===== src/rtl/core/ibs_sqrt.sv =====
// Digit-by-digit integer square root, one root bit per cycle.
module ibs_sqrt #(
  parameter int N = 33
) (
  input  logic           clk,
  input  logic           rst_n,
  input  logic           start,
  input  logic [2*N-1:0] x,
  output logic           done,
  output logic [N-1:0]   root
);
  localparam int CW = $clog2(N + 1);

  logic [2*N-1:0] x_r;
  logic [N+1:0]   rem_r;
  logic [N-1:0]   root_r;
  logic [CW-1:0]  cnt_r;
  logic           busy_r;
  logic           done_r;
  logic [N+3:0]   rem2;
  logic [N+3:0]   trial;
  logic [N+3:0]   diff;
  logic           ge;

  assign rem2  = {rem_r, x_r[2*N-1 -: 2]};
  assign trial = {2'b00, root_r, 2'b01};
  assign diff  = rem2 - trial;
  assign ge    = (rem2 >= trial);

  always_ff @(posedge clk) begin
    if (!rst_n) begin
      busy_r <= 1'b0;
      done_r <= 1'b0;
      cnt_r  <= '0;
    end else begin
      done_r <= 1'b0;
      if (start) begin
        busy_r <= 1'b1;
        cnt_r  <= CW'(N);
        x_r    <= x;
        rem_r  <= '0;
        root_r <= '0;
      end else if (busy_r) begin
        x_r    <= {x_r[2*N-3:0], 2'b00};
        rem_r  <= ge ? diff[N+1:0] : rem2[N+1:0];
        root_r <= {root_r[N-2:0], ge};
        cnt_r  <= cnt_r - CW'(1);
        if (cnt_r == CW'(1)) begin
          busy_r <= 1'b0;
          done_r <= 1'b1;
        end
      end
    end
  end

  assign done = done_r;
  assign root = root_r;
endmodule


===== config.mk =====
export PLATFORM = sky130hd
export DESIGN_NAME = ibs_sqrt
export DESIGN_NICKNAME = d
export VERILOG_FILES = /design/src/rtl/core/ibs_sqrt.sv
export SDC_FILE = /design/constraint.sdc
export NUM_CORES = 1
export LEC_CHECK = 0
export BUFFER_PORTS_ARGS = -buffer_cell sky130_fd_sc_hd__buf_2
export CAP_MARGIN = 15
export CORE_ASPECT_RATIO = 0.5
export CORE_MARGIN = 10
export CORE_UTILIZATION = 60
export CTS_CLUSTER_SIZE = 24
export DETAILED_ROUTE_END_ITERATION = 8
export GPL_TIMING_DRIVEN = 0
export PLACE_DENSITY = 0.82
export SETUP_SLACK_MARGIN = 0.05
export SLEW_MARGIN = 25
export SYNTH_ARGS = -nofsm -noshare
export SYNTH_HDL_FRONTEND = slang
export SYNTH_SLANG_ARGS = --single-unit

===== constraint.sdc =====
create_clock -name clk -period 15.9 [get_ports clk]
set_input_delay 3.975 -clock clk [delete_from_list [all_inputs] [get_ports clk]]
set_output_delay 3.975 -clock clk [all_outputs]
set_load 0.01 [all_outputs]

==> results.cfg <==
[status]
status = complete, no violations

[run]
cap_violations = 0

[floorplan]
die_w_um = 182
core_area_um2 = 12800
die_area_um2 = 18400
fp-row-count = 29
ios = 103
start_util_pct = 61.7
die_h_um = 101

[clocking]
cts_sinks = 142
cts_max_path_buffers = 2
cts_made_buffers = 17
post_cts_buffers = 0
root_buffer = clkbuf_16
htreeDepth = 4
cts_resized = 0
cts_tree = yes
worstSkewPairLatency_ns = 0.42
cts_hold_buf = 0
path_clk_slew_ns = 0.06

[global_route]
grt_pass1_wl_um = 28700
antenna_found_initial = 2
grt_overflow = 0
grt_max_degree = 52
grt_use_total_pct = 19.3
grt_pass1_vias = 5770

[pwr]
p_switching_mw = 0.330
p_leak_nw = 3.78
max-vdd-ir-drop_uv = 81.0
swShare_pct = 29.4
p_comb_share_pct = 22.2
powerDensity_nw_per_um2 = 121
p_seq_share_pct = 41.2
p_clk_share_pct = 36.6
intPower_mw = 0.790

[route]
drtPass1Iterations = 5
ant_nets = 0
viasPerCell = 5.79
routedWlPerCell_um = 18.2
wl_um = 17800
drc = 0
drt_iter0_markers = 472
vias = 5659

[synthesis]
synth_flop_cell = edfxtp_1
yosys_warnings = 0
synth_cells = 672
ys_types = 61
ys_ff_latch = 142
syn_area_um2 = 7880
async_flop_share_pct = 0
synth_edf_count = 134
synth_nets = 778
seq_area_frac_synth_pct = 53.1
avgSynthCellArea_um2 = 11.7

[placement]
pre_cts_slack_ns = 9.95
port_buffers = 101
place_hpwl_um = 12700
routabilityCongestion = 0.911
placed_area_um2 = 8660

[worst_setup_path]
worstPathRequired_ns = 16.04
crit_arrival_ns = 5.58
worst_setup_path_end_kind = flop
critPathKind = primary input to flop
cp_max_fo = 10
critPathLaunchType = primary input

[timing]
slew_violations = 0
finalSetupTns_ns = 0
fin_crit_sh_pct = 34.2
relSlewSlack_pct = 52.5
max_freq_mhz = 184
worst_slack_ns = 10.45
setup_viol = 0
worst_slew_pin_slew_ns = 0.712
fin_crit_ns = 5.45
rsz0062_at_grt = false
hold_viol = 0
worst_clock_skew_ns = 0.0107

[hold_path]
min_path_type = flop to flop

[cells_and_area]
post-route-util_pct = 72.5
regArea_um2 = 4180
final_cell_mix = 134 x edfxtp_1, 104 x buf_2, 88 x nor2_1, 64 x mux2_2, 46 x inv_1
diodes = 0
multi_input_area_um2 = 3410
syn_to_final_growth_pct = 17.5
drive_gt1_share_pct = 26.9
final_common_cell = edfxtp_1
fin_nets = 900
final_design_area_no_fill_um2 = 9260
fillCellCount = 912
## final timing paths
kind                 start       end  slack (ns)  cells past startpoint
setup / recovery     start   root[6]       10.45                      4
hold reg to reg    x_r[62]   x_r[64]        0.55                      1
setup reg to reg  rem_r[0]  rem_r[6]       12.68                     10
hold / removal     x_r[62]   x_r[64]        0.55                      1
## layout make-up
cell class,instances,share of cell area (%)
sequential,142,45.2
inverter,47,1.90
clock buffer,17,4.59
buffer,24,1.30
timing repair buffer,103,5.97
tap,170,2.30
multi-input combinational,459,36.8
clock inverter,15,1.95
## cell usage after synthesis (5+ instances only)
cell | number | area (um2)
nand3_1 | 11 | 55.1
o21bai_1 | 8 | 60.1
nand4_1 | 5 | 31.3
ha_1 | 37 | 463
xnor2_1 | 23 | 201
a21o_1 | 9 | 67.6
mux2i_1 | 24 | 240
clkbuf_1 | 10 | 37.5
inv_1 | 46 | 173
a21oi_1 | 32 | 160
nor3_1 | 14 | 70.1
xor2_1 | 12 | 105
o21a_1 | 10 | 75.1
a211oi_1 | 8 | 60.1
mux2_2 | 64 | 721
o22ai_1 | 5 | 31.3
dfxtp_1 | 8 | 160
o21ai_0 | 17 | 85.1
buf_1 | 7 | 26.3
nor2_1 | 88 | 330
nand2_1 | 36 | 135
edfxtp_1 | 134 | 4020
## registers in the layout, indices dropped and copies added (netlist names)
signal and count:
busy_r 1, done 1, root 33, rem_r 35, cnt_r 6, x_r 66
## per-stage QoR
stage / power (mW) / hold slack (ns) / cells
2_1_floorplan: 0.651 / 0.481 / 672
4_1_cts: 1.12 / 0.552 / 977
3_5_place_dp: 0.712 / 0.507 / 945
5_1_grt: 1.17 / 0.559 / 977
6_report: 1.12 / 0.550 / 977
3_3_place_gp: 0.703 / 0.491 / 943
## cell families (layout without fill, tap and decap cells)
| logic type | count (synthesis) | after routing | synth area share (%) |
|---|---|---|---|
| mux | 88 | 88 | 12.2 |
| simple gates | 179 | 179 | 10.2 |
| flops | 142 | 142 | 53.1 |
| fa+ha+maj | 37 | 37 | 5.87 |
| buf+inv | 71 | 206 | 3.76 |
| xor+xnor | 35 | 35 | 3.89 |
| compound gates | 120 | 120 | 11.0 |
## worst max-delay path, stage by stage
cell and delay, ns:
clkbuf_1 0.45, clkbuf_1 0.51, buf_1 0.52, nor2_1 0.12
## metal layers
| metal | vias to the layer above | share of wire, % | track usage, % |
|---|---|---|---|
| li1 | 2712 | - | - |
| met1 | 2706 | 42 | 22.9 |
| met2 | 205 | 48 | 32.3 |
| met3 | 34 | 8.0 | 6.49 |
| met4 | 2 | 1.6 | 7.09 |
| met5 | - | 0.073 | 0 |
## power by group through the flow
stage	registers [mW]	clock network [mW]	logic (mW)
finish	0.461	0.410	0.249
floorplan	0.470	0	0.181
global route	0.465	0.429	0.273
detailed placement	0.469	0	0.243
CTS	0.461	0.414	0.246
global placement	0.471	0	0.232
Power figures use the tool's default switching activity.
