$ cat src/rtl/core/ibs_mul.sv
// Shift-add multiplier, one multiplier bit per cycle.
module ibs_mul #(
  parameter int N = 33
) (
  input  logic           clk,
  input  logic           rst_n,
  input  logic           start,
  input  logic [N-1:0]   a,
  input  logic [N-1:0]   b,
  output logic           done,
  output logic [2*N-1:0] p
);
  localparam int CW = $clog2(N + 1);

  logic [N-1:0]   a_r;
  logic [2*N-1:0] acc_r;
  logic [CW-1:0]  cnt_r;
  logic           busy_r;
  logic           done_r;
  logic [N:0]     sum_nxt;

  assign sum_nxt = {1'b0, acc_r[2*N-1:N]} + (acc_r[0] ? {1'b0, a_r} : {(N+1){1'b0}});

  always_ff @(posedge clk) begin
    if (!rst_n) begin
      busy_r <= 1'b0;
      done_r <= 1'b0;
      cnt_r  <= '0;
    end else begin
      done_r <= 1'b0;
      if (start) begin
        busy_r <= 1'b1;
        cnt_r  <= CW'(N);
        a_r    <= a;
        acc_r  <= {{N{1'b0}}, b};
      end else if (busy_r) begin
        acc_r <= {sum_nxt, acc_r[N-1:1]};
        cnt_r <= cnt_r - CW'(1);
        if (cnt_r == CW'(1)) begin
          busy_r <= 1'b0;
          done_r <= 1'b1;
        end
      end
    end
  end

  assign done = done_r;
  assign p    = acc_r;
endmodule

$ cat config.mk
export PLATFORM = sky130hd
export DESIGN_NAME = ibs_mul
export DESIGN_NICKNAME = d
export VERILOG_FILES = /design/src/rtl/core/ibs_mul.sv
export SDC_FILE = /design/constraint.sdc
export NUM_CORES = 1
export LEC_CHECK = 0
export BUFFER_PORTS_ARGS = -buffer_cell sky130_fd_sc_hd__buf_2
export CAP_MARGIN = 20
export CORE_MARGIN = 8
export CORE_UTILIZATION = 45
export CTS_CLUSTER_SIZE = 16
export DETAILED_ROUTE_END_ITERATION = 12
export PLACE_DENSITY = 0.67
export RECOVER_POWER = 100
export SLEW_MARGIN = 20
export SYNTH_ARGS = -nofsm -noshare
export SYNTH_HDL_FRONTEND = slang
export SYNTH_SLANG_ARGS = --single-unit
$ cat constraint.sdc
create_clock -name clk -period 6.9 [get_ports clk]
set_input_delay 1.035 -clock clk [delete_from_list [all_inputs] [get_ports clk]]
set_output_delay 1.035 -clock clk [all_outputs]
set_load 0.005 [all_outputs]
==> results.toml, run 1 <==
[critical_path]
worstPathArrival_ps = 4630
setup.reg_to_reg.worst_slack_ps = 3000
setup.worst_path.end_class = "flip-flop"
timing.critical_path.slowest_stage_cell = "sky130_fd_sc_hd__clkbuf_1"
path_class = "input pin to flip-flop"
critPathRequiredTime_ps = 6830
worstPathBufferInverterCount = 3
largest_delay_share_family_worst_path = "buffers and inverters"
critical_path.max_fanout = 76
timing.critical_path.slowest_cell_delay_ps = 1910
path_cells = "buf_2, buf_4, o21a_1, clkbuf_1"
launching_element_type_of_the_critical_path = "input pin"

[power]
switching_share_pct = 28.7
p_switching_mw = 0.479
combinationalPowerShare_pct = 21.0
design_power_total_mw = 1.67
static-leakage-power_nw = 2.79
power_density_nw_per_um2 = 236
p_clk_share_pct = 30.8
peakVddDrop_mv = 0.162
power_report.internal_total_mw = 1.19
seq_power_share_pct = 48.2

[placement]
globalplace.congestion = 0.857
dp.final_hpwl_um = 11100
io_buffers = 135
dp_slack_ps = 3380

[final_layout]
drive_above_1_share_pct = 21.9
net_count_final = 757
area_growth_syn_to_layout_pct = 15.3
mostFrequentLayoutCells = "99 x sky130_fd_sc_hd__edfxtp_1, 78 x sky130_fd_sc_hd__buf_2, 60 x sky130_fd_sc_hd__clkbuf_1"
layout.cells.most_common = "sky130_fd_sc_hd__edfxtp_1"
post-route-util_pct = 53.2

[status]
status = "finished, violations left"
violations = "capacitance limit, slew limit"

[timing]
max_slew.worst_pin.slew_ps = 2620
min_period_over_period_pct = 68.2
timing_hold_violations_final = 0
tns_ps = 0
slew_headroom_pct = -74.8
drv_slew = 49
fmax_mhz = 213
fin_crit_ps = 4710
finalClockSkew_ps = 12.1
finalWorstSetupSlack_ps = 2190
setup_viol_count_final = 0
setup_repair_after_global_routing_missed_its_margin = "false"

[route]
routed_wirelength_um = 14800
drt_first_pass_iters = 4
avgViaCountPerCell = 5.38
post_drt_wl_per_cell_um = 17.7
detail-route-antenna-nets = 0
first_iter_violations = 332
drc = 0
num_vias = 4489

[global_routing]
global_route.peak_usage_layer = "met2"
grt_usage_pct = 17.1
first_global_vias = 4796
grt_residual_overflow = 0
grtUsageMet1_pct = 19.9
grt_use_met2_pct = 27.6
wire_length_of_the_first_global_routing_pass_um = 24200
antenna_found_initial = 0
met3_demand_to_capacity_share_in_global_routing_pct = 7.91
grt_max_degree = 77

[logic_synthesis]
synth_compound_area_share_pct = 12.8
synthAdderAreaFrac_pct = 7.47
synth_cell_types = 61
synth.yosys.seq_area_share_pct = 51.1
postSynthNetCount = 629
dominant_combinational_cell_family_by_area_after_synthesis = "simple AND/OR/NAND/NOR gates"
syn_area_per_cell_um2 = 11.7
ys.warnings.count = 0
synth-edff-count = 99
post_syn_area_um2 = 6130
synth-simple-area-share_pct = 14.6
dominantRegCellSynth = "sky130_fd_sc_hd__edfxtp_1"
post_synth_arst_share_pct = 0
count_of_mapped_cells_out_of_synthesis = 524
post_synth_mux_area_share_pct = 6.92
synth_seq_cells = 107
synthXorXnorAreaFrac_pct = 4.14

[floorplan]
die_width_um = 133
core_region_area_um2 = 13300
floorplan.io_pins = 136
start_util_pct = 46.1
rows = 42
die-height_um = 133
fp.dieArea_um2 = 17600

[cts]
post_cts_buffers = 0
clk_pin_slew_worst_paths_ps = 80
clk_path_buf_depth = 2
cts-buffers-inserted = 9
h-tree-depth = 3
cts_tree = "done"
cts_root_buffer = "sky130_fd_sc_hd__clkbuf_16"
clock_latency_ps = 360
cts_repair_resize_count = 0
cts_sinks = 107
cts-hold-fix-buffers = 0

[min_path]
worst_hold_path_type = "flip-flop to flip-flop"

[job]
maximum_capacitance_violations = 1
[power by group through the flow]
stage / Clock, mW / Sequential (mW) / Combinational (mW)
2_1_floorplan: 0 / 0.812 / 0.260
6_report: 0.513 / 0.804 / 0.351
4_1_cts: 0.531 / 0.803 / 0.365
5_1_grt: 0.546 / 0.811 / 0.392
3_3_place_gp: 0 / 0.815 / 0.355
3_5_place_dp: 0 / 0.817 / 0.362
[state kept, by name, summed over array words and instances, names as in the netlist]
| register | count |
|---|---|
| busy_r | 1 |
| a_r | 33 |
| done | 1 |
| p | 66 |
| cnt_r | 6 |
[synthesized netlist by cell type, types with 2 or more instances]
cell type / n / share of area [%]
sky130_fd_sc_hd__nand2_1: 25 / 1.5
sky130_fd_sc_hd__xor2_1: 13 / 1.9
sky130_fd_sc_hd__ha_1: 35 / 7.1
sky130_fd_sc_hd__mux2_4: 2 / 0.49
sky130_fd_sc_hd__clkbuf_2: 2 / 0.16
sky130_fd_sc_hd__nor2_1: 53 / 3.2
sky130_fd_sc_hd__o2111ai_2: 2 / 0.49
sky130_fd_sc_hd__buf_6: 6 / 1.1
sky130_fd_sc_hd__dfxtp_1: 8 / 2.6
sky130_fd_sc_hd__o21ai_2: 2 / 0.29
sky130_fd_sc_hd__a21o_1: 16 / 2.0
sky130_fd_sc_hd__a311oi_1: 2 / 0.29
sky130_fd_sc_hd__o21a_1: 7 / 0.86
sky130_fd_sc_hd__o21ai_0: 14 / 1.1
sky130_fd_sc_hd__mux2_2: 35 / 6.4
sky130_fd_sc_hd__and3_1: 3 / 0.31
sky130_fd_sc_hd__nand3_1: 11 / 0.90
sky130_fd_sc_hd__and4_1: 3 / 0.43
sky130_fd_sc_hd__o21bai_1: 6 / 0.73
sky130_fd_sc_hd__and2_1: 35 / 3.6
sky130_fd_sc_hd__buf_1: 3 / 0.18
sky130_fd_sc_hd__o211ai_1: 2 / 0.24
sky130_fd_sc_hd__a21oi_1: 32 / 2.6
sky130_fd_sc_hd__edfxtp_1: 99 / 48
sky130_fd_sc_hd__nand4_1: 5 / 0.51
sky130_fd_sc_hd__clkbuf_1: 6 / 0.37
sky130_fd_sc_hd__o2111ai_1: 4 / 0.57
sky130_fd_sc_hd__a211oi_2: 2 / 0.41
sky130_fd_sc_hd__a31oi_1: 6 / 0.61
sky130_fd_sc_hd__buf_2: 2 / 0.16
sky130_fd_sc_hd__and2b_2: 2 / 0.29
sky130_fd_sc_hd__inv_1: 12 / 0.73
sky130_fd_sc_hd__nand3_2: 2 / 0.33
sky130_fd_sc_hd__nor3_1: 13 / 1.1
sky130_fd_sc_hd__nor2b_1: 4 / 0.41
sky130_fd_sc_hd__xnor2_1: 16 / 2.3
sky130_fd_sc_hd__a21oi_2: 2 / 0.29
sky130_fd_sc_hd__nand2b_1: 7 / 0.71
sky130_fd_sc_hd__a31o_2: 2 / 0.29
sky130_fd_sc_hd__a211oi_1: 2 / 0.24
[worst register-to-register path, delay by kind of cell (launching register included)]
family | cells | cell delay, ps
AOI/OAI and AO/OA | 4 | 1070
buffers and inverters | 1 | 60
DFF | 1 | 930
and+or+nand+nor | 3 | 730
muxes | 1 | 330
adders and majority gates | 2 | 530
[worst paths after layout]
| kind | depth (start not counted) | from | endpoint |
|---|---|---|---|
| setup reg to reg | 11 | p[0]$_DFFE_PP_ | p[58]$_SDFFCE_PP0P_ |
| hold reg to reg | 2 | cnt_r[1]$_SDFFE_PP0P_ | cnt_r[1]$_SDFFE_PP0P_ |
| setup / recovery | 4 | start | p[2]$_DFFE_PP_ |
| hold / removal | 2 | cnt_r[1]$_SDFFE_PP0P_ | cnt_r[1]$_SDFFE_PP0P_ |
[routing by layer]
metal | share of wire (%) | vias up
li1 | - | 2190
met1 | 43 | 2145
met2 | 46 | 142
met3 | 9.6 | 12
met4 | 1.2 | 0
met5 | 0 | -
[metrics by stage]
step | area (um2) | hold slack (ps) | cells
final | 7070 | 547 | 834
after global routing | 7070 | 570 | 833
after CTS | 7190 | 549 | 833
after detailed placement | 6910 | 538 | 817
after global placement | 6910 | 482 | 817
after floorplan | 6130 | 469 | 524
[cell type report]
type	count	area, um2
clock buffers	11	243
flip-flops and latches	107	3130
fillers	1223	6220
repair buffers	138	619
well taps	176	220
multi-input cells	384	2770
diodes	1	2.50
clock inverters	5	43.8
inverters	12	45.0
[cell families (layout without fill, tap and decap cells)]
family | after synthesis | in the layout
adders and majority gates | 36 | 36
buffers and inverters | 33 | 166
DFF | 107 | 107
muxes | 37 | 37
AOI/OAI and AO/OA | 110 | 110
xor gates and xnor gates | 29 | 29
and+or+nand+nor | 172 | 172
other | 0 | 1
Note: power is estimated with default switching activity, not from simulation.
==> inputs of run 2 (changes only) <==
- ABC_AREA: default -> 1
- PLACE_DENSITY: 0.67 -> 0.69
- clock period: 6.9 -> 4.2 ns (I/O delays scaled with it)
==> run 2 against run 1 <==
Against the previous run: the flow still finishes with violations (capacitance limit, slew limit); hold slack lost 110 ps; register-to-register slack lost 1800 ps; total power grew 75%; global-route usage grew 2.4 points; clock power grew 63%; wire length grew 25%; via count grew 33%; utilization grew 0.33 points; flip-flop and latch count is the same; cell area grew 10%; critical endpoint is now cnt_r[1]$_SDFFE_PP0P_; largest cell class unchanged.
==> results.toml, run 2 <==
[power]
design_power_total_mw = 2.91
static-leakage-power_nw = 4.14
peakVddDrop_mv = 0.272
power_density_nw_per_um2 = 373

[cts]
clk_path_buf_depth = 2
cts_sinks = 107
cts-hold-fix-buffers = 0
clk_pin_slew_worst_paths_ps = 80
h-tree-depth = 3
cts-buffers-inserted = 9
post_cts_buffers = 0
cts_root_buffer = "sky130_fd_sc_hd__clkbuf_16"
clock_latency_ps = 360
cts_repair_resize_count = 0
cts_tree = "done"

[timing]
setup_repair_after_global_routing_missed_its_margin = "false"
drv_slew = 76
max_slew.worst_pin.slew_ps = 1870
tns_ps = 0
slew_headroom_pct = -24.7
finalClockSkew_ps = 13.5
min_period_over_period_pct = 78.9
setup_viol_count_final = 0
fin_crit_ps = 3310
finalWorstSetupSlack_ps = 888
fmax_mhz = 302
timing_hold_violations_final = 0

[final_layout]
drive_above_1_share_pct = 10.8
post-route-util_pct = 53.5
largest_register_ff_count = 66
layout.cells.most_common = "sky130_fd_sc_hd__nand2_1"
filler_cell_count = 1412
post_layout_nonfiller_instances = 1232
net_count_final = 1148
mostFrequentLayoutCells = "378 x sky130_fd_sc_hd__nand2_1, 164 x sky130_fd_sc_hd__inv_1, 99 x sky130_fd_sc_hd__edfxtp_1"
antenna_cells = 0
area_growth_syn_to_layout_pct = 16.1

[logic_synthesis]
post_synth_arst_share_pct = 0
postSynthNetCount = 1010
netlist.area_leader.share_pct = 44.2
ys.warnings.count = 0
post_syn_area_um2 = 6720
synth.yosys.seq_area_share_pct = 46.6
synth_area_leaders = "sky130_fd_sc_hd__edfxtp_1 44%, sky130_fd_sc_hd__nand2_1 21%, sky130_fd_sc_hd__inv_1 9.2%"
synth_seq_cells = 107
count_of_mapped_cells_out_of_synthesis = 905
netlist_top_cells_count = "378 x sky130_fd_sc_hd__nand2_1, 165 x sky130_fd_sc_hd__inv_1, 99 x sky130_fd_sc_hd__edfxtp_1"
synth_cell_types = 30
syn_area_per_cell_um2 = 7.43
library_cell_occupying_the_most_area_in_the_post_synthesis_netlist = "sky130_fd_sc_hd__edfxtp_1"
post-synth-top-count-cell = "sky130_fd_sc_hd__nand2_1"
dominantRegCellSynth = "sky130_fd_sc_hd__edfxtp_1"
synth-edff-count = 99

[floorplan]
core_region_area_um2 = 14600
rows = 44
die_width_um = 138
fp.dieArea_um2 = 19100
die-height_um = 138
floorplan.io_pins = 136
start_util_pct = 46.1

[route]
first_iter_violations = 437
drc = 0
avgViaCountPerCell = 4.84
post_drt_wl_per_cell_um = 15.0
routed_wirelength_um = 18400
detail-route-antenna-nets = 0
drt_first_pass_iters = 5
num_vias = 5964

[critical_path]
crit-reg2reg-capture = "p[64]$_SDFFCE_PP0P_"
path_cells = "clkbuf_1, clkbuf_1, clkinv_1, clkbuf_1, nand2_1, a211oi_1"
worstPathBufferInverterCount = 4
critPathRequiredTime_ps = 4470
worstPathArrival_ps = 3580
critical-path-top-cell-by-count = "sky130_fd_sc_hd__clkbuf_1"
launching_element_type_of_the_critical_path = "input pin"
largest_delay_share_family_worst_path = "buffers and inverters"
worst-r2r-cell-count = 16
path_class = "input pin to flip-flop"
critical_path.max_fanout = 37
timing.critical_path.slowest_cell_delay_ps = 1370
reg2reg_from = "p[0]$_DFFE_PP_"
timing.critical_path.slowest_stage_cell = "sky130_fd_sc_hd__clkbuf_1"
setup.worst_path.end_class = "flip-flop"
setup.reg_to_reg.worst_slack_ps = 1220

[global_routing]
antenna_found_initial = 0
grt_residual_overflow = 0
first_global_vias = 6014
grt_usage_pct = 19.5
wire_length_of_the_first_global_routing_pass_um = 30300
grt_max_degree = 38

[min_path]
min_delay_path_depth = 1
worst_hold_path_type = "input pin to flip-flop"
hold_path.startpoint = "a[5]"
hold-path-endpoint = "a_r[5]$_DFFE_PP_"

[placement]
globalplace.congestion = 0.894
dp.final_hpwl_um = 14600
io_buffers = 135
place.detailed.instances = 1216
dp_slack_ps = 1210

[status]
violations = "capacitance limit, slew limit"
status = "finished, violations left"

[job]
maximum_capacitance_violations = 2
-- run 2: changes by cell type after synthesis, sizes merged, moves of 8 or more --
cell / before / now
nand2b: 8 / 0
xor2: 13 / 0
xnor2: 16 / 0
nand2: 26 / 382
inv: 12 / 165
and2: 35 / 9
mux2: 37 / 0
a21oi: 34 / 44
buf: 12 / 4
a21o: 16 / 1
nand3: 13 / 30
nor2: 53 / 64
-- run 2: worst max path at each step --
stage,depth (start not counted),endpoint,slack (ps),start
2_1_floorplan,3,p[0]$_DFFE_PP_,1350,start
3_3_place_gp,16,p[64]$_SDFFCE_PP0P_,1320,p[0]$_DFFE_PP_
3_5_place_dp,16,p[64]$_SDFFCE_PP0P_,1210,p[0]$_DFFE_PP_
4_1_cts,16,p[64]$_SDFFCE_PP0P_,1180,p[0]$_DFFE_PP_
5_1_grt,7,cnt_r[5]$_SDFFE_PN0N_,600,start
6_report,6,cnt_r[1]$_SDFFE_PP0P_,890,start
-- run 2: cell families (layout without fill, tap and decap cells) --
kind of cell / after synthesis / count (layout) / synth area share [%]
simple gates: 513 / 513 / 31.0
buf+inv: 180 / 323 / 10.2
flops: 107 / 107 / 46.6
compound gates: 69 / 69 / 5.42
fa+ha+maj: 36 / 36 / 6.81
-- run 2: power by group --
group	internal, mW	switching [mW]	total, mW
clock network	0.416	0.422	0.838
logic	0.243	0.479	0.722
registers	1.29	0.0588	1.35
total	1.95	0.961	2.91
-- run 2: area by class of cell --
type / count / area [um2] / area share, %
well taps: 184 / 230 / 2.95
inverters: 165 / 619 / 7.93
clock buffers: 11 / 233 / 2.98
clock inverters: 5 / 46.3 / 0.593
multi-input cells: 618 / 2910 / 37.2
repair buffers: 142 / 641 / 8.21
flip-flops and latches: 107 / 3130 / 40.1
-- run 2: layer usage --
| metal | share of wire [%] | GRT usage [%] |
|---|---|---|
| met5 | 0 | 0 |
| met4 | 1.5 | 5.38 |
| met1 | 47 | 25.5 |
| met3 | 8.7 | 6.58 |
| met2 | 43 | 30.0 |
-- run 2: stage by stage --
stage | hold slack [ps] | instance area [um2]
after floorplan | 476 | 6720
after global placement | 496 | 7620
after detailed placement | 498 | 7620
after CTS | 427 | 7900
after global routing | 428 | 7810
final | 440 | 7810
