===== src/rtl/core/ibs_div.sv =====
// Restoring divider, one quotient bit per cycle. Quotient must fit in N bits.
module ibs_div #(
  parameter int N = 33
) (
  input  logic           clk,
  input  logic           rst_n,
  input  logic           start,
  input  logic [2*N-1:0] n,
  input  logic [N-1:0]   d,
  output logic           done,
  output logic [N-1:0]   q
);
  localparam int CW = $clog2(N + 1);

  logic [N-1:0]  rem_r;
  logic [N-1:0]  low_r;
  logic [N-1:0]  d_r;
  logic [CW-1:0] cnt_r;
  logic          busy_r;
  logic          done_r;
  logic [N:0]    rem2;
  logic [N:0]    diff;
  logic          ge;

  assign rem2 = {rem_r, low_r[N-1]};
  assign diff = rem2 - {1'b0, d_r};
  assign ge   = (rem2 >= {1'b0, d_r});

  always_ff @(posedge clk) begin
    if (!rst_n) begin
      busy_r <= 1'b0;
      done_r <= 1'b0;
      cnt_r  <= '0;
    end else begin
      done_r <= 1'b0;
      if (start) begin
        busy_r <= 1'b1;
        cnt_r  <= CW'(N);
        rem_r  <= n[2*N-1:N];
        low_r  <= n[N-1:0];
        d_r    <= d;
      end else if (busy_r) begin
        rem_r <= ge ? diff[N-1:0] : rem2[N-1:0];
        low_r <= {low_r[N-2:0], ge};
        cnt_r <= cnt_r - CW'(1);
        if (cnt_r == CW'(1)) begin
          busy_r <= 1'b0;
          done_r <= 1'b1;
        end
      end
    end
  end

  assign done = done_r;
  assign q    = low_r;
endmodule


===== config.mk =====
export PLATFORM = sky130hd
export DESIGN_NAME = ibs_div
export DESIGN_NICKNAME = d
export VERILOG_FILES = /design/src/rtl/core/ibs_div.sv
export SDC_FILE = /design/constraint.sdc
export NUM_CORES = 1
export LEC_CHECK = 0
export ABC_CLOCK_PERIOD_IN_PS = 4600
export BUFFER_PORTS_ARGS = -buffer_cell sky130_fd_sc_hd__buf_2
export CAP_MARGIN = 20
export CORE_MARGIN = 2
export CORE_UTILIZATION = 30
export CTS_CLUSTER_SIZE = 30
export DETAILED_ROUTE_END_ITERATION = 8
export PLACE_DENSITY = 0.51
export SLEW_MARGIN = 10
export SYNTH_ARGS = -nofsm -noshare
export SYNTH_HDL_FRONTEND = slang
export SYNTH_SLANG_ARGS = --single-unit

===== constraint.sdc =====
create_clock -name clk -period 4.6 [get_ports clk]
set_clock_uncertainty 0.15 [all_clocks]
set_input_delay 0.23 -clock clk [delete_from_list [all_inputs] [get_ports clk]]
set_output_delay 0.23 -clock clk [all_outputs]
set_load 0.005 [all_outputs]

==> summary.md, run 1 <==
| Metric | Value |
|---|---|
| # setup viols final | 0 |
| Synth Area in Simple Gates | 10.7% |
| FF+latch count, synth | 107 |
| Hold WC Path Type | input pin to register |
| Outcome | completed |
| Power density over the cells | between 300 and 400 mW/mm² |
| Worst path max stage delay | around 0.79 ns |
| Period utilization | around 80% |
| Syn Area/Cell | approximately 11 µm² |
| DRT antenna net count | 0 |
| Fill count | 2086 |
| Maximum VDD drop | ~0.00017 V |
| Final TNS setup | 0 ns |
| Vias in the first global route | slightly above 5000 |
| Combinational power share | 29.6% |
| Util after Layout | 38.6% |
| Routed length per instance | between 15 and 20 µm |
| Post-synth cell types | 63 |
| Xor/xnor share of the synthesized area | roughly 4.3% |
| Hold Vio Cnt, Final | 0 |
| CTS tree | yes |
| Primary FF master, synth | edfxtp_1 |
| Synth Area in Compound Gates | between 15 and 20% |
| Die height | about 150 µm |
| Area of the multi-input gates | around 0.0031 mm² |
| Max-cap violations | 0 |
| Nets | a little under 900 |
| RSZ-0062 raised after global routing | false |
| Met2 Wirelength | 7.74 mm |
| Startpoint type of the worst setup path | register |
| Mapped cell area | approximately 0.0065 mm² |
| Clk_lat worst skew | 0.37 ns |
| CTS sink cnt | around 110 |
| Ys Warns | 0 |
| Routed wl met3 | ~1.1 mm |
| Num rows | 53 |
| Sequential Power Share | between 40% and 50% |
| Post-Synthesis Cells | 591 |
| # DRC | 0 |
| Core Footprint | 0.0212 mm² |
| Main combinational cell family by area after synthesis | compound AO/OA/AOI/OAI gates |
| Critical path data arrival time | 3.70 ns |
| Max Slew Vio Count | 0 |
| Die Width | around 150 µm |
| EDFF count, synth | between 90 and 100 |
| Switching part of the total | 32.3% |
| Die area | between 0.02 and 0.025 mm² |
| Clock Pin Slew Worst Setup and Hold Paths | 0.09 ns |
| Worst setup path start | rem_r[26]$_DFFE_PP_ |
| Global Route Usage Sum | 14.5% |
| Leak pwr | about 3.4 nW |
| Register area share after synthesis | approximately half |
| Req. time, crit path | 4.67 ns |
| Ratio of cells with drive above 1 in the final layout | 28.8% |
| DR vias | slightly above 5000 |
| Crit path to | rem_r[17]$_DFFE_PP_ |
| GR Overflow Total | 0 |
| First-pass GRT wire length | 26.1 mm |
| CTS resizes | 0 |
| Most frequent cells in the layout | buf_2, edfxtp_1, mux2_2, a21oi_1, inv_1 |
| Final wirelength | 16.6 mm |
| Commonest non-fill, non-tap cell in the layout | buf_2 |
| Port buffer count | between 100 and 150 |
| Max frequency | 275 MHz |
| Asr flop ratio synth | 0% |
| # IOs | 136 |
| Initial antenna violation count | 1 |
| CP max stage cell | nor2b_1 |
| Worst R2R Start | rem_r[26]$_DFFE_PP_ |
| Initial Util | 30.8% |
| Area delta synth->final | 25.3% |
| Post-Synth Adder-Cell Area | 7.03% |
| Hold WS | about 0.013 ns |
| CTS Buf Count | 9 |
| Register area | between 0.003 and 0.004 mm² |
| P_sw | between 0.9 and 1 mW |
| Slew headroom | roughly 40% |
| Internal | 1.96 mW |
| Setup slack, reg-to-reg | 0.97 ns |
| Reg-to-reg endpoint | rem_r[17]$_DFFE_PP_ |
| Multiplexer share of the synthesized area | 9.60% |
| Clock power share | approximately 28% |
| Worst slew pin tran | just under 0.9 ns |
| WL met1 | about 7.6 mm |
| Crit end category | register |
| Worst Path Class, Setup | register to register |
| Mapped Nets | between 700 and 800 |
| Top Layer Used | met4 |
| Final GP Congestion | around 0.85 |
| Drt via density | between 4 and 5 |
| Crit-path cells | ha_1, nand2_1, a311oi_1, nand2b_1, o2111ai_1, o22a_2, nor2b_1, a221o_1 |
| DR pass1 iterations | 4 |
| CP max FO | 29 |
| Root Driver | clkbuf_16 |
| Initial DRC Count | around 300 |
| Minimum clock period after layout | roughly 3.6 ns |
| R2R depth | 8 |
| Largest net degree at the start of global routing | 78 |
| Final instance area | roughly 0.008 mm² |
| Placed Instance Area | roughly 0.0074 mm² |
| H-Tree Depth | 3 |
| Ant. Diodes | 0 |
| Clk buf depth | 2 |
| Hpwl dp | roughly 12 mm |
-- Yosys cell counts, types with 2 or more instances --
master / count / area, µm²
o2111a_1: 2 / 22.5
o21a_1: 4 / 30.0
buf_2: 7 / 35.0
nand2_1: 37 / 139
nor2_1: 43 / 161
and2_1: 2 / 12.5
o21ai_1: 5 / 25.0
a311oi_1: 3 / 26.3
xnor2_1: 18 / 158
inv_1: 46 / 173
nor4b_1: 2 / 17.5
mux2_2: 51 / 574
a31oi_1: 5 / 31.3
o21bai_1: 3 / 22.5
nor2b_1: 6 / 37.5
dfxtp_1: 8 / 160
buf_1: 2 / 7.51
a211o_1: 2 / 17.5
o31ai_1: 4 / 30.0
o21ai_2: 2 / 17.5
edfxtp_1: 99 / 2970
a211oi_1: 8 / 60.1
and4_1: 3 / 26.3
buf_6: 2 / 22.5
ha_1: 35 / 438
nand3_1: 9 / 45.0
nor3b_1: 9 / 67.6
xor2_1: 14 / 123
nor3_1: 10 / 50.1
nand2b_1: 6 / 37.5
a21o_1: 18 / 135
nand4_1: 2 / 12.5
mux2i_1: 4 / 40.0
clkbuf_1: 14 / 52.6
o21ai_0: 15 / 75.1
o221ai_1: 2 / 17.5
a21oi_1: 49 / 245
and3_1: 8 / 50.1
a221o_1: 8 / 80.1
-- worst max-delay path, delay by kind of cell (launching register included) --
kind	cells	cell delay [ns]
AOI/OAI and AO/OA	4	1.42
and+or+nand+nor	3	1.08
adders and majority gates	1	0.44
DFF	1	0.41
-- area by class of cell --
type                    instances  area share, %
flip-flops and latches        107           38.4
multi-input cells             412           37.8
repair buffers                179           13.6
well taps                     275           4.21
clock buffers                   9           2.76
inverters                      46           2.11
clock inverters                 7           1.15
-- power groups by stage --
stage	Combinational (mW)	Clock, mW	Sequential [mW]
final	0.856	0.819	1.21
after global routing	0.954	0.871	1.22
after CTS	0.862	0.843	1.21
after detailed placement	0.831	0	1.23
after global placement	0.814	0	1.23
after floorplan	0.622	0	1.23
-- layer usage --
metal / track usage, % / vias up
li1: - / 2513
met4: 3.18 / 0
met3: 3.95 / 13
met1: 18.8 / 2420
met5: 0 / -
met2: 24.3 / 139
-- through the flow --
step                      setup WS (ns)  instances  total power, mW
final                             0.969       1035             2.89
after global routing              0.653       1035             3.05
after CTS                         0.967       1035             2.92
after detailed placement          0.973        979             2.07
after global placement             1.12        979             2.05
after floorplan                    1.48        591             1.85
-- state kept, by name (all words and copies together), names as in the netlist --
register  count
cnt_r         6
busy_r        1
q            33
done          1
d_r          33
rem_r        33
-- what timing repair did --
action,CTS,global route
endpoints found under the hold margin,41,0
buffers inserted,0,0
hold buffers,40,0
-- worst min-delay path by stage --
stage                        endpoint  slack (ns)  start  cells after the start
floorplan            d_r[0]$_DFFE_PP_        0.18   d[0]                      0
global placement     d_r[1]$_DFFE_PP_        0.26   d[1]                      1
detailed placement  d_r[19]$_DFFE_PP_        0.26  d[19]                      1
CTS                    q[4]$_DFFE_PP_      0.0002   n[4]                      2
global route           q[2]$_DFFE_PP_       0.002   n[2]                      2
finish                q[23]$_DFFE_PP_        0.01  n[23]                      2
-- cell families (layout without fill, tap and decap cells) --
kind of cell / count (synthesis) / after routing
buf+inv: 72 / 241
mux: 56 / 56
simple gates: 142 / 142
flops: 107 / 107
compound gates: 146 / 146
xor+xnor: 32 / 32
fa+ha+maj: 36 / 36
Note: power is estimated with default switching activity, not from simulation.
==> inputs of run 2 (changes only) <==
ABC_CLOCK_PERIOD_IN_PS = 3040   (was 4600)
PLACE_DENSITY = 0.53   (was 0.51)
clock period = 3.04 ns   (was 4.6 ns; I/O delays follow)
==> run 2 against run 1 <==
- the run now ends with negative setup slack left
- cell count is 12% higher
- via count is 7.9% higher
- register-to-register slack worse by 1.1 ns
- first-iteration DRC count is 9.3% lower
- clock-buffer cell count stayed put
- die area stayed put
- largest cell class is now multi-input gates
==> summary.md, run 2 (synthesized netlist as in run 1, its figures left out) <==
| Metric | Value |
|---|---|
| RSZ-0062 raised after global routing | true |
| DRT antenna net count | 0 (unchanged) |
| Util after Layout | 45.9% (+7.3 points) |
| Crit end category | register |
| Max frequency | 315 MHz (+14%) |
| Minimum clock period after layout | 3.17 ns (-0.460 ns) |
| Die area | 0.0229 mm² (unchanged) |
| Final instance area | 0.00971 mm² (+19%) |
| Worst slew pin tran | 0.509 ns (-0.382 ns) |
| Final TNS setup | -0.458 ns (-0.458 ns) |
| # DRC | 0 (unchanged) |
| Num rows | 53 (unchanged) |
| Min-Delay Path Depth | 4 (+2) |
| Outcome | finished with violations |
| CTS tree | yes |
| Final wirelength | 17.8 mm (+7.6%) |
| Min-Delay Endpoint | rem_r[25]$_DFFE_PP_ |
| DR vias | 5485 (+7.9%) |
| DR pass1 iterations | 4 (unchanged) |
| GR Overflow Total | 0 (unchanged) |
| Die Width | 151 µm (unchanged) |
| CP most frequent cell | a221o_1 |
| Fill count | 2005 (-3.9%) |
| Root Driver | clkbuf_16 |
| Hpwl dp | 12.6 mm (+3.4%) |
| CTS sink cnt | 107 (unchanged) |
| Hold Vio Cnt, Final | 0 (unchanged) |
| Hold path startpoint | n[58] |
| Max Slew Vio Count | 0 (unchanged) |
| Initial antenna violation count | 1 (unchanged) |
| Power density over the cells | 502 mW/mm² (+42%) |
| Failing checks | negative setup slack |
| Clk_lat worst skew | 0.37 ns (about the same) |
| Most frequent cells in the layout | buf_2, edfxtp_1, dlygate4sd3_1, buf_4 |
| Commonest non-fill, non-tap cell in the layout | buf_2 |
| Pre-CTS setup slack | -0.221 ns (-1.19 ns) |
| Die height | 151 µm (unchanged) |
| Max-cap violations | 0 (unchanged) |
| Ratio of cells with drive above 1 in the final layout | 38.9% (+10 points) |
| Setup slack, reg-to-reg | -0.13 ns (-1.10 ns) |
| Req. time, crit path | 3.02 ns (-1.65 ns) |
| R2R depth | 13 (+5) |
| CP max stage cell | edfxtp_1 |
| Placed Instance Area | 0.00789 mm² (+6.0%) |
| Initial DRC Count | 274 (-9.3%) |
| Nets | 1021 (+14%) |
| Leak pwr | 4.08 nW (+20%) |
| Final GP Congestion | 0.850 (-0.50%) |
| CP max FO | 5 (-83%) |
| Port buffer count | 135 (unchanged) |
| Final worst slack | -0.132 ns (-1.10 ns) |
| Reg-to-reg endpoint | rem_r[28]$_DFFE_PP_ |
| Startpoint type of the worst setup path | register |
| Routed length per instance | 15.3 µm (-4.3%) |
| Critical path data arrival time | 3.15 ns (-0.55 ns) |
| Worst R2R Start | q[32]$_DFFE_PP_ |
| # setup viols final | 9 (+9) |
| Period utilization | 104% (+25 points) |
| Crit-path cells | inv_1, ha_2, inv_2, fa_2, a21o_1, a221o_1, a31oi_4, o21ai_2, a211oi_4, buf_6, o2111a_1, nor3_1, a221o_1 |
| Drt via density | 4.71 (-4.1%) |
| Hold WC Path Type | input pin to register |
| Clock Pin Slew Worst Setup and Hold Paths | 0.09 ns (about the same) |
| Largest net degree at the start of global routing | 39 (-50%) |
| Worst Path Class, Setup | register to register |
| Vias in the first global route | 5583 (+7.9%) |
| H-Tree Depth | 3 (unchanged) |
| Final Power | 4.88 mW (+69%) |
| Global Route Usage Sum | 15.6% (+1.0 points) |
| Worst path max stage delay | 0.40 ns (-0.39 ns) |
| Maximum VDD drop | 0.000310 V (+87%) |
| Initial Util | 30.8% (unchanged) |
| First-pass GRT wire length | 27.9 mm (+6.8%) |
| Area delta synth->final | 49.1% |
| Slew headroom | 66.0% (+26 points) |
| CTS Buf Count | 9 (unchanged) |
| # IOs | 136 (unchanged) |
| Core Footprint | 0.0212 mm² (unchanged) |
| Clk buf depth | 2 (unchanged) |
==> run 2: changes by cell type in the layout (fill, tap and decap cells not counted), moves of 7 or more <==
| cell | before | now |
|---|---|---|
| a21oi_1 | 49 | 40 |
| a21oi_2 | 1 | 9 |
| buf_4 | 5 | 67 |
| dlygate4sd3_1 | 40 | 96 |
| ha_1 | 35 | 28 |
| mux2_4 | 0 | 7 |
| nor2_1 | 43 | 25 |
| nor2_4 | 0 | 12 |
==> run 2: worst max path at each step <==
| stage | from | endpoint | cells past startpoint |
|---|---|---|---|
| global route | q[32]$_DFFE_PP_ | rem_r[28]$_DFFE_PP_ | 13 |
| finish | q[32]$_DFFE_PP_ | rem_r[28]$_DFFE_PP_ | 13 |
| CTS | q[32]$_DFFE_PP_ | rem_r[28]$_DFFE_PP_ | 13 |
| global placement | q[32]$_DFFE_PP_ | rem_r[26]$_DFFE_PP_ | 12 |
| detailed placement | q[32]$_DFFE_PP_ | rem_r[26]$_DFFE_PP_ | 12 |
| floorplan | q[32]$_DFFE_PP_ | rem_r[26]$_DFFE_PP_ | 12 |
==> run 2: timing repair <==
item                       in CTS  in global routing
hold endpoints to repair       99                  0
buffers inserted                3                 12
gates cloned                    0                  2
resized for setup               6                 86
pin swaps                       3                 12
hold buffers                   96                  0
setup endpoints to repair      23                 34
==> run 2: metal layers <==
layer	global-route usage (%)	vias to the layer above	wire [µm]
met5	0	-	0
met4	3.13	0	120
met3	3.58	8	747
met2	26.0	104	8520
met1	20.7	2603	8430
li1	-	2770	-
==> run 2: layout make-up <==
| class | instances | area [µm²] | area share [%] |
|---|---|---|---|
| antenna | 1 | 2.50 | 0.0258 |
| clock buffer | 9 | 225 | 2.32 |
| clock inverter | 7 | 92.6 | 0.953 |
| inverter | 46 | 173 | 1.78 |
| multi-input combinational | 412 | 3430 | 35.4 |
| sequential | 107 | 3130 | 32.3 |
| tap | 275 | 344 | 3.54 |
| timing repair buffer | 307 | 2310 | 23.8 |
==> run 2: where the power goes <==
| part | internal [mW] | leakage, nW | total [mW] | switching [mW] |
|---|---|---|---|---|
| logic | 0.940 | 2.93 | 1.79 | 0.850 |
| clock network | 0.597 | 0.149 | 1.24 | 0.645 |
| registers | 1.77 | 1.00 | 1.85 | 0.0740 |
==> run 2: worst max-delay path, delay by kind of cell (launching register included) <==
| family | cells | cell delay [ns] |
|---|---|---|
| adders and majority gates | 2 | 0.50 |
| AOI/OAI and AO/OA | 7 | 1.56 |
| buffers and inverters | 3 | 0.27 |
| DFF | 1 | 0.40 |
| and+or+nand+nor | 1 | 0.05 |
==> run 2: stage by stage <==
| stage | std cells | hold slack [ns] |
|---|---|---|
| 6_report | 1164 | 0.0194 |
| 5_1_grt | 1163 | 0.0408 |
| 4_1_cts | 1150 | 0.0196 |
| 3_5_place_dp | 1035 | 0.180 |
| 3_3_place_gp | 1035 | 0.180 |
| 2_1_floorplan | 591 | 0.101 |
==> inputs of run 3 (changes only) <==
==> constraint.sdc (replaced) <==
create_clock -name clk -period 3.04 [get_ports clk]
set_clock_uncertainty 0.15 [all_clocks]
set_input_delay 0.304 -clock clk [delete_from_list [all_inputs] [get_ports clk]]
set_output_delay 0.304 -clock clk [all_outputs]
set_load 0.005 [all_outputs]
==> run 3 against run 2 <==
- the flow still finishes with violations (negative setup slack)
- maximum frequency decreased by 0.13%
- register-to-register slack is essentially flat
- largest power group unchanged
- flip-flop and latch count unchanged
- total power shrank 4.7%
==> summary.md, run 3 (synthesized netlist as in run 1, its figures left out) <==
| Metric | Value |
|---|---|
| Min-Delay Path Depth | 2 (-2) |
| Largest net degree at the start of global routing | 41 (+5.1%) |
| Routed length per instance | 15.7 µm (+2.5%) |
| Root Driver | clkbuf_16 |
| Core Footprint | 0.0212 mm² (unchanged) |
| Most frequent cells in the layout | buf_2, edfxtp_1, buf_4, mux2_2, a21oi_1 |
| Area of the multi-input gates | 0.00331 mm² (-3.7%) |
| Max-cap violations | 0 (unchanged) |
| Minimum clock period after layout | 3.18 ns (+0.00399 ns) |
| Worst path max stage delay | 0.41 ns (about the same) |
| Nets | 949 (-7.1%) |
| DR vias | 5185 (-5.5%) |
| Fill count | 2036 (+1.5%) |
| Slew headroom | 61.3% (-4.7 points) |
| Startpoint type of the worst setup path | register |
| Buf/Inv on CP | 3 (unchanged) |
| Period utilization | 104% (+0.13 points) |
| Hpwl dp | 12.3 mm (-2.4%) |
| Maximum VDD drop | 0.000269 V (-13%) |
| Final GP Congestion | 0.837 (-1.6%) |
| Initial DRC Count | 270 (-1.5%) |
| First-pass GRT wire length | 26.2 mm (-6.1%) |
| Min-Delay Endpoint | cnt_r[5]$_SDFFE_PN0N_ |
| Ratio of cells with drive above 1 in the final layout | 39.0% (+0.12 points) |
| Outcome | finished with violations |
| Die area | 0.0229 mm² (unchanged) |
| Clock Pin Slew Worst Setup and Hold Paths | 0.09 ns (about the same) |
| Ant. Diodes | 0 (-1) |
| Req. time, crit path | 3.01 ns (about the same) |
| Worst slew pin tran | 0.572 ns (+0.0628 ns) |
| GR Layer Usage met2 | 24.5% (-1.5 points) |
| Max Slew Vio Count | 0 (unchanged) |
| Power density over the cells | 527 mW/mm² (+4.9%) |
| Num rows | 53 (unchanged) |
| Vias in the first global route | 5195 (-6.9%) |
| Met3 Usage GRT | 3.64% (+0.060 points) |
| CP max stage cell | edfxtp_1 |
| Final Instance Count excl. Fillers | 1091 (-6.3%) |
| Leak pwr | 3.70 nW (-9.2%) |
| # setup viols final | 8 (-1) |
| Util after Layout | 41.7% (-4.2 points) |
| Sequential Power Share | 39.6% (+1.7 points) |
| Internal | 3.17 mW (-4.2%) |
| Die Width | 151 µm (unchanged) |
| Clk_lat worst skew | 0.36 ns (about the same) |
| Worst R2R Start | q[32]$_DFFE_PP_ |
| Final wirelength | 17.1 mm (-3.9%) |
| Port buffer count | 135 (unchanged) |
| # DRC | 0 (unchanged) |
| CTS tree | yes |
| Hold WS | 0.0676 ns (+0.0482 ns) |
| Hold WC Path Type | input pin to register |
| Drt via density | 4.75 (+0.86%) |
| CTS Buf Count | 9 (unchanged) |
| Combinational power share | 34.4% (-2.3 points) |
| Worst Path Class, Setup | register to register |
| P_sw | 1.48 mW (-5.9%) |
| Max frequency | 315 MHz (-0.13%) |
| Clk buf depth | 2 (unchanged) |
| DR pass1 iterations | 4 (unchanged) |
| Critical path data arrival time | 3.15 ns (about the same) |
| Initial Util | 30.8% (unchanged) |
| Most used routing layer | met2 |
| CTS sink cnt | 107 (unchanged) |
| Initial antenna violation count | 0 (-1) |
| Met1 GRT Util | 19.2% (-1.5 points) |
| Hold path startpoint | rst_n |
| Register area | 0.00313 mm² (unchanged) |
| Area delta synth->final | 35.4% |
| R2R depth | 13 (unchanged) |
| Failing checks | negative setup slack |
| Commonest non-fill, non-tap cell in the layout | buf_2 |
| DRT antenna net count | 0 (unchanged) |
| GR Overflow Total | 0 (unchanged) |
| CP top delay family | compound AO/OA/AOI/OAI gates |
| Reg-to-reg endpoint | rem_r[26]$_DFFE_PP_ |
| RSZ-0062 raised after global routing | true |
| Crit-path cells | inv_1, ha_1, inv_2, fa_2, a21o_1, a221o_1, a31oi_4, o21ai_2, a211oi_4, buf_4, o21ai_2, xor2_1, a221o_1 |
| Placed cell count | 1031 (-0.39%) |
| Crit end category | register |
| Hold Vio Cnt, Final | 0 (unchanged) |
| Final worst slack | -0.136 ns (-0.00399 ns) |
| Global Route Usage Sum | 14.7% (-0.90 points) |
| Switching part of the total | 31.7% (-0.41 points) |
| H-Tree Depth | 3 (unchanged) |
| Pre-CTS setup slack | -0.304 ns (-0.0829 ns) |
| Die height | 151 µm (unchanged) |
| CP max FO | 3 (-2) |
| Clock power share | 25.9% (+0.5 points) |
| Setup slack, reg-to-reg | -0.14 ns (about the same) |
| # IOs | 136 (unchanged) |
==> run 3: worst reg2reg max path, cell delays in order, from the launching register on <==
cell,delay (ns)
edfxtp_1,0.41
inv_1,0.08
ha_1,0.15
inv_2,0.04
fa_2,0.33
a21o_1,0.20
a221o_1,0.36
a31oi_4,0.19
o21ai_2,0.10
a211oi_4,0.24
buf_4,0.15
o21ai_2,0.06
xor2_1,0.14
a221o_1,0.33
==> run 3: stage by stage <==
stage	TNS [ns]	instance area (µm²)	power [mW]
after floorplan	-0.142	6520	2.80
after global placement	-1.04	7840	3.26
after detailed placement	-2.30	7840	3.27
after CTS	-0.666	8540	4.56
after global routing	-2.74	8820	4.92
final	-0.524	8820	4.65
==> run 3: what timing repair did <==
item	CTS	global route
hold buffers	33	0
setup endpoints to repair	28	33
pin swaps	2	8
endpoints found under the hold margin	33	0
setup buffers	7	3
cloned	0	1
resized for setup	4	50
==> run 3: power groups by stage <==
stage | Sequential (mW) | Clock (mW) | Combinational, mW
final | 1.84 | 1.21 | 1.60
after global routing | 1.86 | 1.29 | 1.77
after CTS | 1.84 | 1.25 | 1.47
after detailed placement | 1.87 | 0 | 1.40
after global placement | 1.87 | 0 | 1.39
after floorplan | 1.86 | 0 | 0.942
==> run 3: layout make-up <==
| cell class | instances | share of cell area, % |
|---|---|---|
| inverter | 46 | 1.96 |
| multi-input combinational | 412 | 37.5 |
| clock buffer | 10 | 2.60 |
| sequential | 107 | 35.5 |
| timing repair buffer | 235 | 17.8 |
| tap | 275 | 3.90 |
| clock inverter | 6 | 0.737 |
==> run 3: worst max-delay path by stage <==
| stage | start | endpoint | cells after the start |
|---|---|---|---|
| final | q[32]$_DFFE_PP_ | rem_r[26]$_DFFE_PP_ | 13 |
| after global routing | q[32]$_DFFE_PP_ | rem_r[26]$_DFFE_PP_ | 13 |
| after CTS | q[32]$_DFFE_PP_ | rem_r[26]$_DFFE_PP_ | 13 |
| after detailed placement | q[32]$_DFFE_PP_ | rem_r[26]$_DFFE_PP_ | 12 |
| after global placement | q[32]$_DFFE_PP_ | rem_r[24]$_DFFE_PP_ | 12 |
| after floorplan | q[32]$_DFFE_PP_ | rem_r[26]$_DFFE_PP_ | 12 |
==> run 3: layer usage <==
layer / wire length (µm) / vias up
li1: - / 2628
met1: 8170 / 2426
met2: 7890 / 118
met3: 851 / 13
met4: 198 / 0
met5: 0 / -
